<file path="config.mk">
export PLATFORM = sky130hd
export DESIGN_NAME = prefix_code_text_decoder
export DESIGN_NICKNAME = d
export VERILOG_FILES = /design/src/rtl/pctd_pkg.sv /design/src/rtl/prefix_code_text_decoder.sv /design/src/rtl/pctd_ram.sv /design/src/rtl/pctd_walker.sv /design/src/rtl/pctd_outq.sv
export SDC_FILE = /design/constraint.sdc
export NUM_CORES = 1
export LEC_CHECK = 0
export BUFFER_PORTS_ARGS = -buffer_cell sky130_fd_sc_hd__buf_4
export CAP_MARGIN = 20
export CORE_ASPECT_RATIO = 0.75
export CORE_MARGIN = 5
export CORE_UTILIZATION = 29
export DETAILED_ROUTE_END_ITERATION = 8
export PLACE_DENSITY = 0.39
export REMOVE_ABC_BUFFERS = 1
export SYNTH_ARGS = -nofsm -noshare
export SYNTH_HDL_FRONTEND = slang
export SYNTH_HIERARCHICAL = 1
export SYNTH_SLANG_ARGS = --single-unit
</file>
<file path="constraint.sdc">
create_clock -name clk_i -period 5.12 [get_ports clk_i]
set_input_delay 0.512 -clock clk_i [delete_from_list [all_inputs] [get_ports clk_i]]
set_output_delay 0.512 -clock clk_i [all_outputs]
set_load 0.01 [all_outputs]
</file>
<file path="src/rtl/pctd_pkg.sv">
package pctd_pkg;

  // Code tree geometry: 31 internal nodes, each holding two 9-bit child fields.
  localparam int NodeCount = 31;
  localparam int NodeW     = 5;
  localparam int ChildW    = 9;
  localparam int EntryW    = 2 * ChildW;
  localparam int LeafBit   = 8;
  localparam int CharW     = 8;
  localparam int StepW     = 3;
  localparam int SymBits   = 5;

  localparam logic [CharW-1:0] CharNewline = 8'h0A;

  // One result transaction as it travels to the output queue.
  typedef struct packed {
    logic [CharW-1:0] ch;
    logic             last;
  } pctd_res_t;

  // Child field of a leaf: flag set, character in the low byte.
  function automatic logic [ChildW-1:0] pctd_leaf(input logic [CharW-1:0] c);
    pctd_leaf = {1'b1, c};
  endfunction

  // Child field of an internal node: flag clear, node index in the low bits.
  function automatic logic [ChildW-1:0] pctd_inner(input logic [NodeW-1:0] n);
    pctd_inner = {{(ChildW-NodeW){1'b0}}, n};
  endfunction

  // Contents of the code tree, one entry per internal node: {one child, zero child}.
  function automatic logic [EntryW-1:0] pctd_tree_entry(input logic [NodeW-1:0] n);
    logic [ChildW-1:0] c0;
    logic [ChildW-1:0] c1;
    c0 = '0;
    c1 = '0;
    case (n)
      5'd0:  begin c0 = pctd_inner(5'd3);  c1 = pctd_inner(5'd1);  end
      5'd1:  begin c0 = pctd_inner(5'd2);  c1 = pctd_inner(5'd21); end
      5'd2:  begin c0 = pctd_inner(5'd9);  c1 = pctd_leaf(8'h20);  end // space
      5'd3:  begin c0 = pctd_inner(5'd4);  c1 = pctd_inner(5'd14); end
      5'd4:  begin c0 = pctd_inner(5'd5);  c1 = pctd_inner(5'd24); end
      5'd5:  begin c0 = pctd_inner(5'd6);  c1 = pctd_leaf(8'h44);  end // D
      5'd6:  begin c0 = pctd_inner(5'd7);  c1 = pctd_inner(5'd8);  end
      5'd7:  begin c0 = pctd_leaf(8'h27);  c1 = pctd_leaf(8'h3F);  end // apostrophe, ?
      5'd8:  begin c0 = pctd_leaf(8'h57);  c1 = pctd_leaf(8'h2C);  end // W, comma
      5'd9:  begin c0 = pctd_leaf(8'h52);  c1 = pctd_inner(5'd10); end // R
      5'd10: begin c0 = pctd_inner(5'd11); c1 = pctd_inner(5'd18); end
      5'd11: begin c0 = pctd_inner(5'd12); c1 = pctd_leaf(8'h41);  end // A
      5'd12: begin c0 = pctd_inner(5'd13); c1 = pctd_inner(5'd30); end
      5'd13: begin c0 = pctd_leaf(8'h5A);  c1 = pctd_leaf(8'h2D);  end // Z, -
      5'd14: begin c0 = pctd_inner(5'd15); c1 = pctd_inner(5'd22); end
      5'd15: begin c0 = pctd_inner(5'd16); c1 = pctd_leaf(8'h43);  end // C
      5'd16: begin c0 = pctd_inner(5'd17); c1 = pctd_leaf(8'h46);  end // F
      5'd17: begin c0 = pctd_leaf(8'h48);  c1 = pctd_leaf(8'h2E);  end // H, full stop
      5'd18: begin c0 = pctd_inner(5'd19); c1 = pctd_inner(5'd26); end
      5'd19: begin c0 = pctd_inner(5'd23); c1 = pctd_inner(5'd20); end
      5'd20: begin c0 = pctd_leaf(8'h42);  c1 = pctd_leaf(8'h47);  end // B, G
      5'd21: begin c0 = pctd_leaf(8'h45);  c1 = pctd_leaf(8'h50);  end // E, P
      5'd22: begin c0 = pctd_leaf(8'h4B);  c1 = pctd_leaf(8'h49);  end // K, I
      5'd23: begin c0 = pctd_leaf(8'h4A);  c1 = pctd_leaf(8'h4D);  end // J, M
      5'd24: begin c0 = pctd_inner(5'd25); c1 = pctd_inner(5'd28); end
      5'd25: begin c0 = pctd_leaf(8'h4C);  c1 = pctd_leaf(8'h4F);  end // L, O
      5'd26: begin c0 = pctd_inner(5'd29); c1 = pctd_inner(5'd27); end
      5'd27: begin c0 = pctd_leaf(8'h4E);  c1 = pctd_leaf(8'h51);  end // N, Q
      5'd28: begin c0 = pctd_leaf(8'h53);  c1 = pctd_leaf(8'h54);  end // S, T
      5'd29: begin c0 = pctd_leaf(8'h55);  c1 = pctd_leaf(8'h56);  end // U, V
      5'd30: begin c0 = pctd_leaf(8'h58);  c1 = pctd_leaf(8'h59);  end // X, Y
      default: begin c0 = '0; c1 = '0; end
    endcase
    pctd_tree_entry = {c1, c0};
  endfunction

  // Position of a character in the alphabet A-Z, space . , - ' ?; anything else walks as zero.
  function automatic logic [SymBits-1:0] pctd_char_index(input logic [CharW-1:0] sym);
    logic [CharW-1:0] off;
    off = sym - 8'h41;
    if (sym >= 8'h41 && sym <= 8'h5A) begin
      pctd_char_index = off[SymBits-1:0];
    end else begin
      case (sym)
        8'h20:   pctd_char_index = 5'd26;
        8'h2E:   pctd_char_index = 5'd27;
        8'h2C:   pctd_char_index = 5'd28;
        8'h2D:   pctd_char_index = 5'd29;
        8'h27:   pctd_char_index = 5'd30;
        8'h3F:   pctd_char_index = 5'd31;
        default: pctd_char_index = 5'd0;
      endcase
    end
  endfunction

endpackage

</file>
<file path="src/rtl/prefix_code_text_decoder.sv">
// Prefix-code text decoder. Each input transaction carries one character byte; letters A-Z,
// space, full stop, comma, hyphen, apostrophe and question mark give a 5-bit code, any other
// byte is walked as 00000, and the code is fed most significant bit first through a fixed
// prefix-code tree held in a 31-entry RAM. Every leaf reached produces one output transaction
// (decoded character in tdata), so a character yields zero, one or two results; tlast marks
// the final result caused by that character. A newline (0x0A) produces a newline result with
// tlast set and returns the walk to the root, dropping any partial code. A newline is handled
// in its accept step; any other character takes an accept step and five tree steps, each one
// read of the single RAM port, plus a flush step when it decodes two characters and the
// second on its final bit. A step with a result waits while the output queue is full.
// After reset a load pass fills all 31 tree RAM entries, during which no input is accepted.
// A two-entry output queue lets the next character be taken while results still wait downstream.
module prefix_code_text_decoder
  import pctd_pkg::*;
(
  input  logic       clk_i,
  input  logic       rst_ni,
  input  logic       s_axis_tvalid_i,
  output logic       s_axis_tready_o,
  input  logic [7:0] s_axis_tdata_i,   // [7:0] symbol
  output logic       m_axis_tvalid_o,
  input  logic       m_axis_tready_i,
  output logic [7:0] m_axis_tdata_o,   // [7:0] out_char
  output logic       m_axis_tlast_o
);

  logic      push_valid;
  logic      push_ready;
  pctd_res_t push_res;
  pctd_res_t out_res;

  // Tree walk engine with its code tree RAM.
  pctd_walker u_walker (
    .clk_i        (clk_i),
    .rst_ni       (rst_ni),
    .in_valid_i   (s_axis_tvalid_i),
    .in_ready_o   (s_axis_tready_o),
    .in_symbol_i  (s_axis_tdata_i),
    .push_valid_o (push_valid),
    .push_o       (push_res),
    .push_ready_i (push_ready)
  );

  // Output queue decoupling the walk from the result stream.
  pctd_outq u_outq (
    .clk_i        (clk_i),
    .rst_ni       (rst_ni),
    .push_valid_i (push_valid),
    .push_i       (push_res),
    .push_ready_o (push_ready),
    .out_valid_o  (m_axis_tvalid_o),
    .out_ready_i  (m_axis_tready_i),
    .out_o        (out_res)
  );

  assign m_axis_tdata_o = out_res.ch;
  assign m_axis_tlast_o = out_res.last;

endmodule

</file>
<file path="src/rtl/pctd_ram.sv">
module pctd_ram #(
  parameter int Width = 8,
  parameter int Depth = 16
) (
  input  logic                       clk_i,
  input  logic                       we_i,
  input  logic [$clog2(Depth)-1:0]   waddr_i,
  input  logic [Width-1:0]           wdata_i,
  input  logic                       re_i,
  input  logic [$clog2(Depth)-1:0]   raddr_i,
  output logic [Width-1:0]           rdata_o
);

  logic [Width-1:0] mem_q [Depth];
  logic [Width-1:0] rdata_q;

  // Single write port.
  always_ff @(posedge clk_i) begin
    if (we_i) begin
      mem_q[waddr_i] <= wdata_i;
    end
  end

  // Registered read; the data holds while no read is issued.
  always_ff @(posedge clk_i) begin
    if (re_i) begin
      rdata_q <= mem_q[raddr_i];
    end
  end

  assign rdata_o = rdata_q;

endmodule

</file>
<file path="src/rtl/pctd_walker.sv">
module pctd_walker
  import pctd_pkg::*;
(
  input  logic             clk_i,
  input  logic             rst_ni,
  input  logic             in_valid_i,
  output logic             in_ready_o,
  input  logic [CharW-1:0] in_symbol_i,
  output logic             push_valid_o,
  output pctd_res_t        push_o,
  input  logic             push_ready_i
);

  localparam logic [1:0] StLoad  = 2'd0;
  localparam logic [1:0] StIdle  = 2'd1;
  localparam logic [1:0] StWalk  = 2'd2;
  localparam logic [1:0] StFlush = 2'd3;

  logic [1:0]         state_q, state_d;
  logic [NodeW-1:0]   node_q, node_d;
  logic [NodeW-1:0]   load_addr_q, load_addr_d;
  logic [StepW-1:0]   step_q, step_d;
  logic               pend_valid_q, pend_valid_d;
  logic [CharW-1:0]   pend_char_q, pend_char_d;
  logic [SymBits-1:0] sh_q, sh_d;

  logic               ram_we;
  logic [EntryW-1:0]  ram_wdata;
  logic               ram_re;
  logic [NodeW-1:0]   ram_raddr;
  logic [EntryW-1:0]  rd_entry;

  logic [ChildW-1:0]  child;
  logic               is_leaf;
  logic [NodeW-1:0]   next_node;
  logic               last_step;
  logic               need_push;
  logic               is_newline;

  // Code tree store, filled from the constant table after reset.
  pctd_ram #(
    .Width (EntryW),
    .Depth (NodeCount)
  ) u_tree (
    .clk_i   (clk_i),
    .we_i    (ram_we),
    .waddr_i (load_addr_q),
    .wdata_i (ram_wdata),
    .re_i    (ram_re),
    .raddr_i (ram_raddr),
    .rdata_o (rd_entry)
  );

  // Child selection for the current bit of the code.
  assign child      = sh_q[SymBits-1] ? rd_entry[EntryW-1:ChildW] : rd_entry[ChildW-1:0];
  assign is_leaf    = child[LeafBit];
  assign next_node  = (is_leaf || child[NodeW-1:0] >= NodeW'(NodeCount)) ? '0
                                                                          : child[NodeW-1:0];
  assign last_step  = step_q == StepW'(SymBits - 1);
  assign need_push  = is_leaf ? (pend_valid_q || last_step) : (last_step && pend_valid_q);
  assign is_newline = in_symbol_i == CharNewline;
  assign ram_wdata  = pctd_tree_entry(load_addr_q);

  // Load sweep, then one tree step per cycle while walking, unless a result waits on a full output queue.
  always_comb begin
    state_d      = state_q;
    node_d       = node_q;
    load_addr_d  = load_addr_q;
    step_d       = step_q;
    pend_valid_d = pend_valid_q;
    pend_char_d  = pend_char_q;
    sh_d         = sh_q;
    ram_we       = 1'b0;
    ram_re       = 1'b0;
    ram_raddr    = node_q;
    in_ready_o   = 1'b0;
    push_valid_o = 1'b0;
    push_o       = '0;
    case (state_q)
      StLoad: begin
        ram_we = 1'b1;
        if (load_addr_q == NodeW'(NodeCount - 1)) begin
          state_d = StIdle;
        end else begin
          load_addr_d = load_addr_q + 1'b1;
        end
      end
      StIdle: begin
        in_ready_o = push_ready_i;
        if (in_valid_i && push_ready_i) begin
          if (is_newline) begin
            push_valid_o = 1'b1;
            push_o       = '{ch: CharNewline, last: 1'b1};
            node_d       = '0;
          end else begin
            sh_d      = pctd_char_index(in_symbol_i);
            step_d    = '0;
            ram_re    = 1'b1;
            ram_raddr = node_q;
            state_d   = StWalk;
          end
        end
      end
      StWalk: begin
        if (!need_push || push_ready_i) begin
          node_d = next_node;
          sh_d   = sh_q << 1;
          step_d = step_q + 1'b1;
          if (is_leaf) begin
            if (pend_valid_q) begin
              push_valid_o = 1'b1;
              push_o       = '{ch: pend_char_q, last: 1'b0};
              pend_char_d  = child[CharW-1:0];
              if (last_step) begin
                state_d = StFlush;
              end
            end else if (last_step) begin
              push_valid_o = 1'b1;
              push_o       = '{ch: child[CharW-1:0], last: 1'b1};
              state_d      = StIdle;
            end else begin
              pend_valid_d = 1'b1;
              pend_char_d  = child[CharW-1:0];
            end
          end else if (last_step) begin
            if (pend_valid_q) begin
              push_valid_o = 1'b1;
              push_o       = '{ch: pend_char_q, last: 1'b1};
              pend_valid_d = 1'b0;
            end
            state_d = StIdle;
          end
          if (!last_step) begin
            ram_re    = 1'b1;
            ram_raddr = next_node;
          end
        end
      end
      StFlush: begin
        if (push_ready_i) begin
          push_valid_o = 1'b1;
          push_o       = '{ch: pend_char_q, last: 1'b1};
          pend_valid_d = 1'b0;
          state_d      = StIdle;
        end
      end
      default: begin
        state_d = StLoad;
      end
    endcase
  end

  // Control state.
  always_ff @(posedge clk_i or negedge rst_ni) begin
    if (!rst_ni) begin
      state_q      <= StLoad;
      node_q       <= '0;
      load_addr_q  <= '0;
      step_q       <= '0;
      pend_valid_q <= 1'b0;
    end else begin
      state_q      <= state_d;
      node_q       <= node_d;
      load_addr_q  <= load_addr_d;
      step_q       <= step_d;
      pend_valid_q <= pend_valid_d;
    end
  end

  // Payload registers.
  always_ff @(posedge clk_i) begin
    pend_char_q <= pend_char_d;
    sh_q        <= sh_d;
  end

  // A character is only taken once the tree is loaded and the last walk is finished.
  a_accept_idle: assert property (@(posedge clk_i) disable iff (!rst_ni)
    (in_valid_i && in_ready_o) |-> (state_q == StIdle && !pend_valid_q))
    else $error("input transaction taken outside the idle state");

  // A result is never offered to a full queue.
  a_push_room: assert property (@(posedge clk_i) disable iff (!rst_ni)
    push_valid_o |-> push_ready_i)
    else $error("result pushed while the output queue is full");

  // The flush state exists only to deliver a held character.
  a_flush_pend: assert property (@(posedge clk_i) disable iff (!rst_ni)
    (state_q == StFlush) |-> pend_valid_q)
    else $error("flush state entered without a held character");

  // The walk position always names an existing node.
  a_node_range: assert property (@(posedge clk_i) disable iff (!rst_ni)
    node_q < NodeW'(NodeCount))
    else $error("tree node index out of range");

endmodule

</file>
<file path="src/rtl/pctd_outq.sv">
module pctd_outq
  import pctd_pkg::*;
(
  input  logic             clk_i,
  input  logic             rst_ni,
  input  logic             push_valid_i,
  input  pctd_res_t        push_i,
  output logic             push_ready_o,
  output logic             out_valid_o,
  input  logic             out_ready_i,
  output pctd_res_t        out_o
);

  pctd_res_t  entry_q [2];
  logic       wr_ptr_q, wr_ptr_d;
  logic       rd_ptr_q, rd_ptr_d;
  logic [1:0] count_q, count_d;
  logic       do_push;
  logic       do_pop;

  assign push_ready_o = count_q != 2'd2;
  assign out_valid_o  = count_q != 2'd0;
  assign out_o        = entry_q[rd_ptr_q];
  assign do_push      = push_valid_i && push_ready_o;
  assign do_pop       = out_valid_o && out_ready_i;

  // Pointer and fill bookkeeping.
  always_comb begin
    wr_ptr_d = wr_ptr_q;
    rd_ptr_d = rd_ptr_q;
    count_d  = count_q;
    if (do_push) begin
      wr_ptr_d = ~wr_ptr_q;
    end
    if (do_pop) begin
      rd_ptr_d = ~rd_ptr_q;
    end
    if (do_push && !do_pop) begin
      count_d = count_q + 1'b1;
    end else if (do_pop && !do_push) begin
      count_d = count_q - 1'b1;
    end
  end

  always_ff @(posedge clk_i or negedge rst_ni) begin
    if (!rst_ni) begin
      wr_ptr_q <= 1'b0;
      rd_ptr_q <= 1'b0;
      count_q  <= '0;
    end else begin
      wr_ptr_q <= wr_ptr_d;
      rd_ptr_q <= rd_ptr_d;
      count_q  <= count_d;
    end
  end

  // Queue storage.
  always_ff @(posedge clk_i) begin
    if (do_push) begin
      entry_q[wr_ptr_q] <= push_i;
    end
  end

endmodule
</file>
==> impl_metrics.yaml <==
yosys:
  netlist_top_cells_area: "edfxtp_1 (70%), mux4_2 (8.4%), mux2_2 (2.9%), mux2i_1 (2.0%), dfrtp_1 (1.9%)"
  yosys_register_bits: 627
  ys.flop_type: "edfxtp_1"
  netlist_instances: 1492
  synth_async_sr_flop_share: 0.0319
  syn_area_um2: 26200
  synth.largest_area_cell: "edfxtp_1"
  yosys_warnings: 6
  synthSimpleGateAreaFrac: 0.0578
  synth_mux_area_frac: 0.136
  synth-compound-area-share: 0.0545
  ys_types: 74
  synth_top_area_share: 0.697
  synth_fa_ha_area_frac: 0.0109
  synth_edf_count: 607
  synth_xor_area_frac: 0.00402
  syn_area_per_cell_um2: 17.5
  yosysSeqAreaShare: 0.716
  synth_top_family_by_area: "multiplexers"
setup_path:
  start_kind: "register"
  crit_end: "u_walker/u_tree/rdata_o[3]"
  r2r_cells: 10
  criticalPathCategory: "register to register"
  cp.arrival_ns: 5.06
  worst-path-max-fanout: 38
  worstReg2RegEnd: "u_walker/u_tree/rdata_o[3]"
  worst_ep_required_time_ns: 5.48
  cp-end-kind: "register"
  startpoint: "u_walker/sh_q[4]"
  r2r_slack_ns: 0.42
  worstReg2RegStart: "u_walker/sh_q[4]"
sta:
  drv_slew: 0
  setup_violations: 0
  tightest_slew_ns: 1.11
  hold_viol: 0
  timing.fmax_mhz: 213
  fin_crit_ns: 4.70
  rsz0062_at_grt: "no"
  fin_crit_sh: 0.918
  fin_skew_ns: 0.0209
  slew_headroom: 0.252
cells_and_area:
  synthToLayoutAreaGrowth_pct: 16.9
  final_nets: 1667
  regArea_um2: 18700
  design_area_um2: 30600
  multiInputGateArea_um2: 7420
  final_cells: 2894
  diodes: 0
  n_fill_cell: 8561
  final_cell_mix: "edfxtp_1 (607), mux4_2 (97), buf_4 (83), clkbuf_16 (69), mux2_2 (67)"
  final_common_cell: "edfxtp_1"
  post-route-util: 0.342
  drive_gt1_frac: 0.243
power_and_ir_drop:
  peakVddDrop_v: 0.000339
  power_mw: 18.8
  p_per_area_nw_per_um2: 613
  power.leakage_nw: 9.67
global_route:
  top_usage_layer: "met1"
  met2_usage: 0.237
  grt.met3_usage: 0.0331
  grt_pass1_wl_um: 109000
  grt_max_degree: 48
  grtUsageTotal: 0.159
  grt_remaining_overflow: 0
  first_global_vias: 14200
  use_met1: 0.241
  antenna_found_initial: 10
clock_tree:
  clk_pin_slew_worst_paths_ns: 0.06
  cts_hold_buf: 1
  cts_resized: 0
  htreeDepth: 3
  post_cts_buffers: 0
  clockBufferDepth: 3
  cts_tree: "built"
  cts-buffers-inserted: 68
  clock-sinks: 627
  clk_latency_ns: 0.62
  cts-root-buf: "clkbuf_16"
detailed_routing:
  drc: 0
  drtPass1Iterations: 7
  wl_per_cell_um: 26.7
  ant_nets: 0
  via_per_inst: 4.89
  vias: 14100
  wl_um: 77300
  first_iter_violations: 1291
floorplanning:
  die_y_um: 270
  coreArea_um2: 89500
  die-area_um2: 96300
  die_w_um: 357
  ios: 23
  start_util: 0.292
  rows: 95
place:
  dp_hpwl_um: 48000
  place_congestion: 0.804
  place_area_um2: 28500
  port_buffers: 22
  dp.cells: 2772
run:
  cap_violations: 0
worst_hold_path:
  worstHoldPathType: "input port to register"
run_status:
  outcome: "completed"
kinds of logic (layout without fill, tap and decap cells):
| group | Yosys count | in the layout |
|---|---|---|
| AOI/OAI and AO/OA | 211 | 211 |
| buffers and inverters | 107 | 236 |
| muxes | 225 | 225 |
| adders and majority gates | 23 | 23 |
| other | 1 | 62 |
| DFF | 627 | 627 |
| xor gates and xnor gates | 12 | 12 |
| and+or+nand+nor | 286 | 286 |
area by class of cell:
cell class                      instances  area share
Sequential cell                       627       0.613
Multi-Input combinational cell        819       0.243
Clock buffer                           84      0.0583
Tap cell                             1212      0.0496
Timing Repair Buffer                   93      0.0260
Clock inverter                         35     0.00802
Inverter                               24     0.00295
where the power goes:
group	total (mW)	switching [mW]	internal (mW)
Clock	4.63	2.05	2.58
Combinational	6.64	4.48	2.15
Sequential	7.49	0.299	7.19
stage by stage:
step	TNS, ns	hold slack, ns	worst slack [ns]
after floorplan	-286.44	0.216	-16.06
after detailed placement	0	0.426	0.497
after global placement	0	0.428	0.395
final	0	0.172	0.419
after global routing	0	0.148	0.229
after CTS	0	0.133	0.472
cell usage after synthesis (3+ instances only):
cell type / instances
a211oi_1: 20
a21oi_1: 39
a221o_1: 3
a2bb2oi_1: 4
a311oi_1: 5
a31oi_1: 11
buf_1: 5
buf_2: 23
buf_4: 6
buf_6: 6
clkbuf_1: 41
dfrtp_1: 20
edfxtp_1: 607
ha_1: 22
inv_1: 24
mux2_1: 10
mux2_2: 67
mux2i_1: 51
mux4_2: 97
nand2_1: 49
nand2b_1: 39
nand3_1: 13
nand3b_1: 8
nand4_1: 6
nor2_1: 86
nor2b_1: 24
nor3_1: 19
o211a_1: 3
o211ai_1: 24
o21a_1: 3
o21ai_0: 44
o22ai_1: 19
o2bb2ai_1: 12
o31ai_1: 3
or2_2: 5
or3b_2: 3
or4_1: 14
xnor2_1: 9
xor2_1: 3
flip-flops by register name, indices dropped and copies added (netlist names):
register	count
u_walker/step_q	3
u_walker/node_q	5
u_walker/pend_char_q	8
u_walker/u_tree/mem_q	558
u_walker/sh_q	5
u_outq/count_q	2
u_walker/load_addr_q	5
u_walker/state_q	2
u_outq/entry_q	18
u_outq/rd_ptr_q	1
u_walker/u_tree/rdata_o	18
u_outq/wr_ptr_q	1
u_walker/pend_valid_q	1
worst min path at each step:
stage / start / endpoint / slack (ns) / cells after the start
finish: m_axis_tready_i / u_outq/rd_ptr_q / 0.17 / 3
floorplan: rst_ni / u_outq/count_q[0] / 0.22 / 0
CTS: m_axis_tready_i / u_outq/rd_ptr_q / 0.13 / 3
global route: m_axis_tready_i / u_outq/rd_ptr_q / 0.15 / 3
global placement: rst_ni / u_outq/rd_ptr_q / 0.43 / 1
detailed placement: rst_ni / u_outq/rd_ptr_q / 0.43 / 1
metal layers:
layer,part of all wire,wire [um]
met4,0.016,1210
met3,0.056,4350
met2,0.44,34100
met1,0.49,37700
met5,0,0
critical path, stage by stage (launching register included):
cell	delay, ns
edfxtp_1	0.70
mux2i_1	0.58
nand4_1	0.20
buf_4	0.22
o21ai_4	0.37
buf_12	0.30
buf_4	0.48
mux2_2	0.39
o211ai_1	0.36
a21oi_1	0.24
or4_1	0.55
Note: power is estimated with default switching activity, not from simulation.
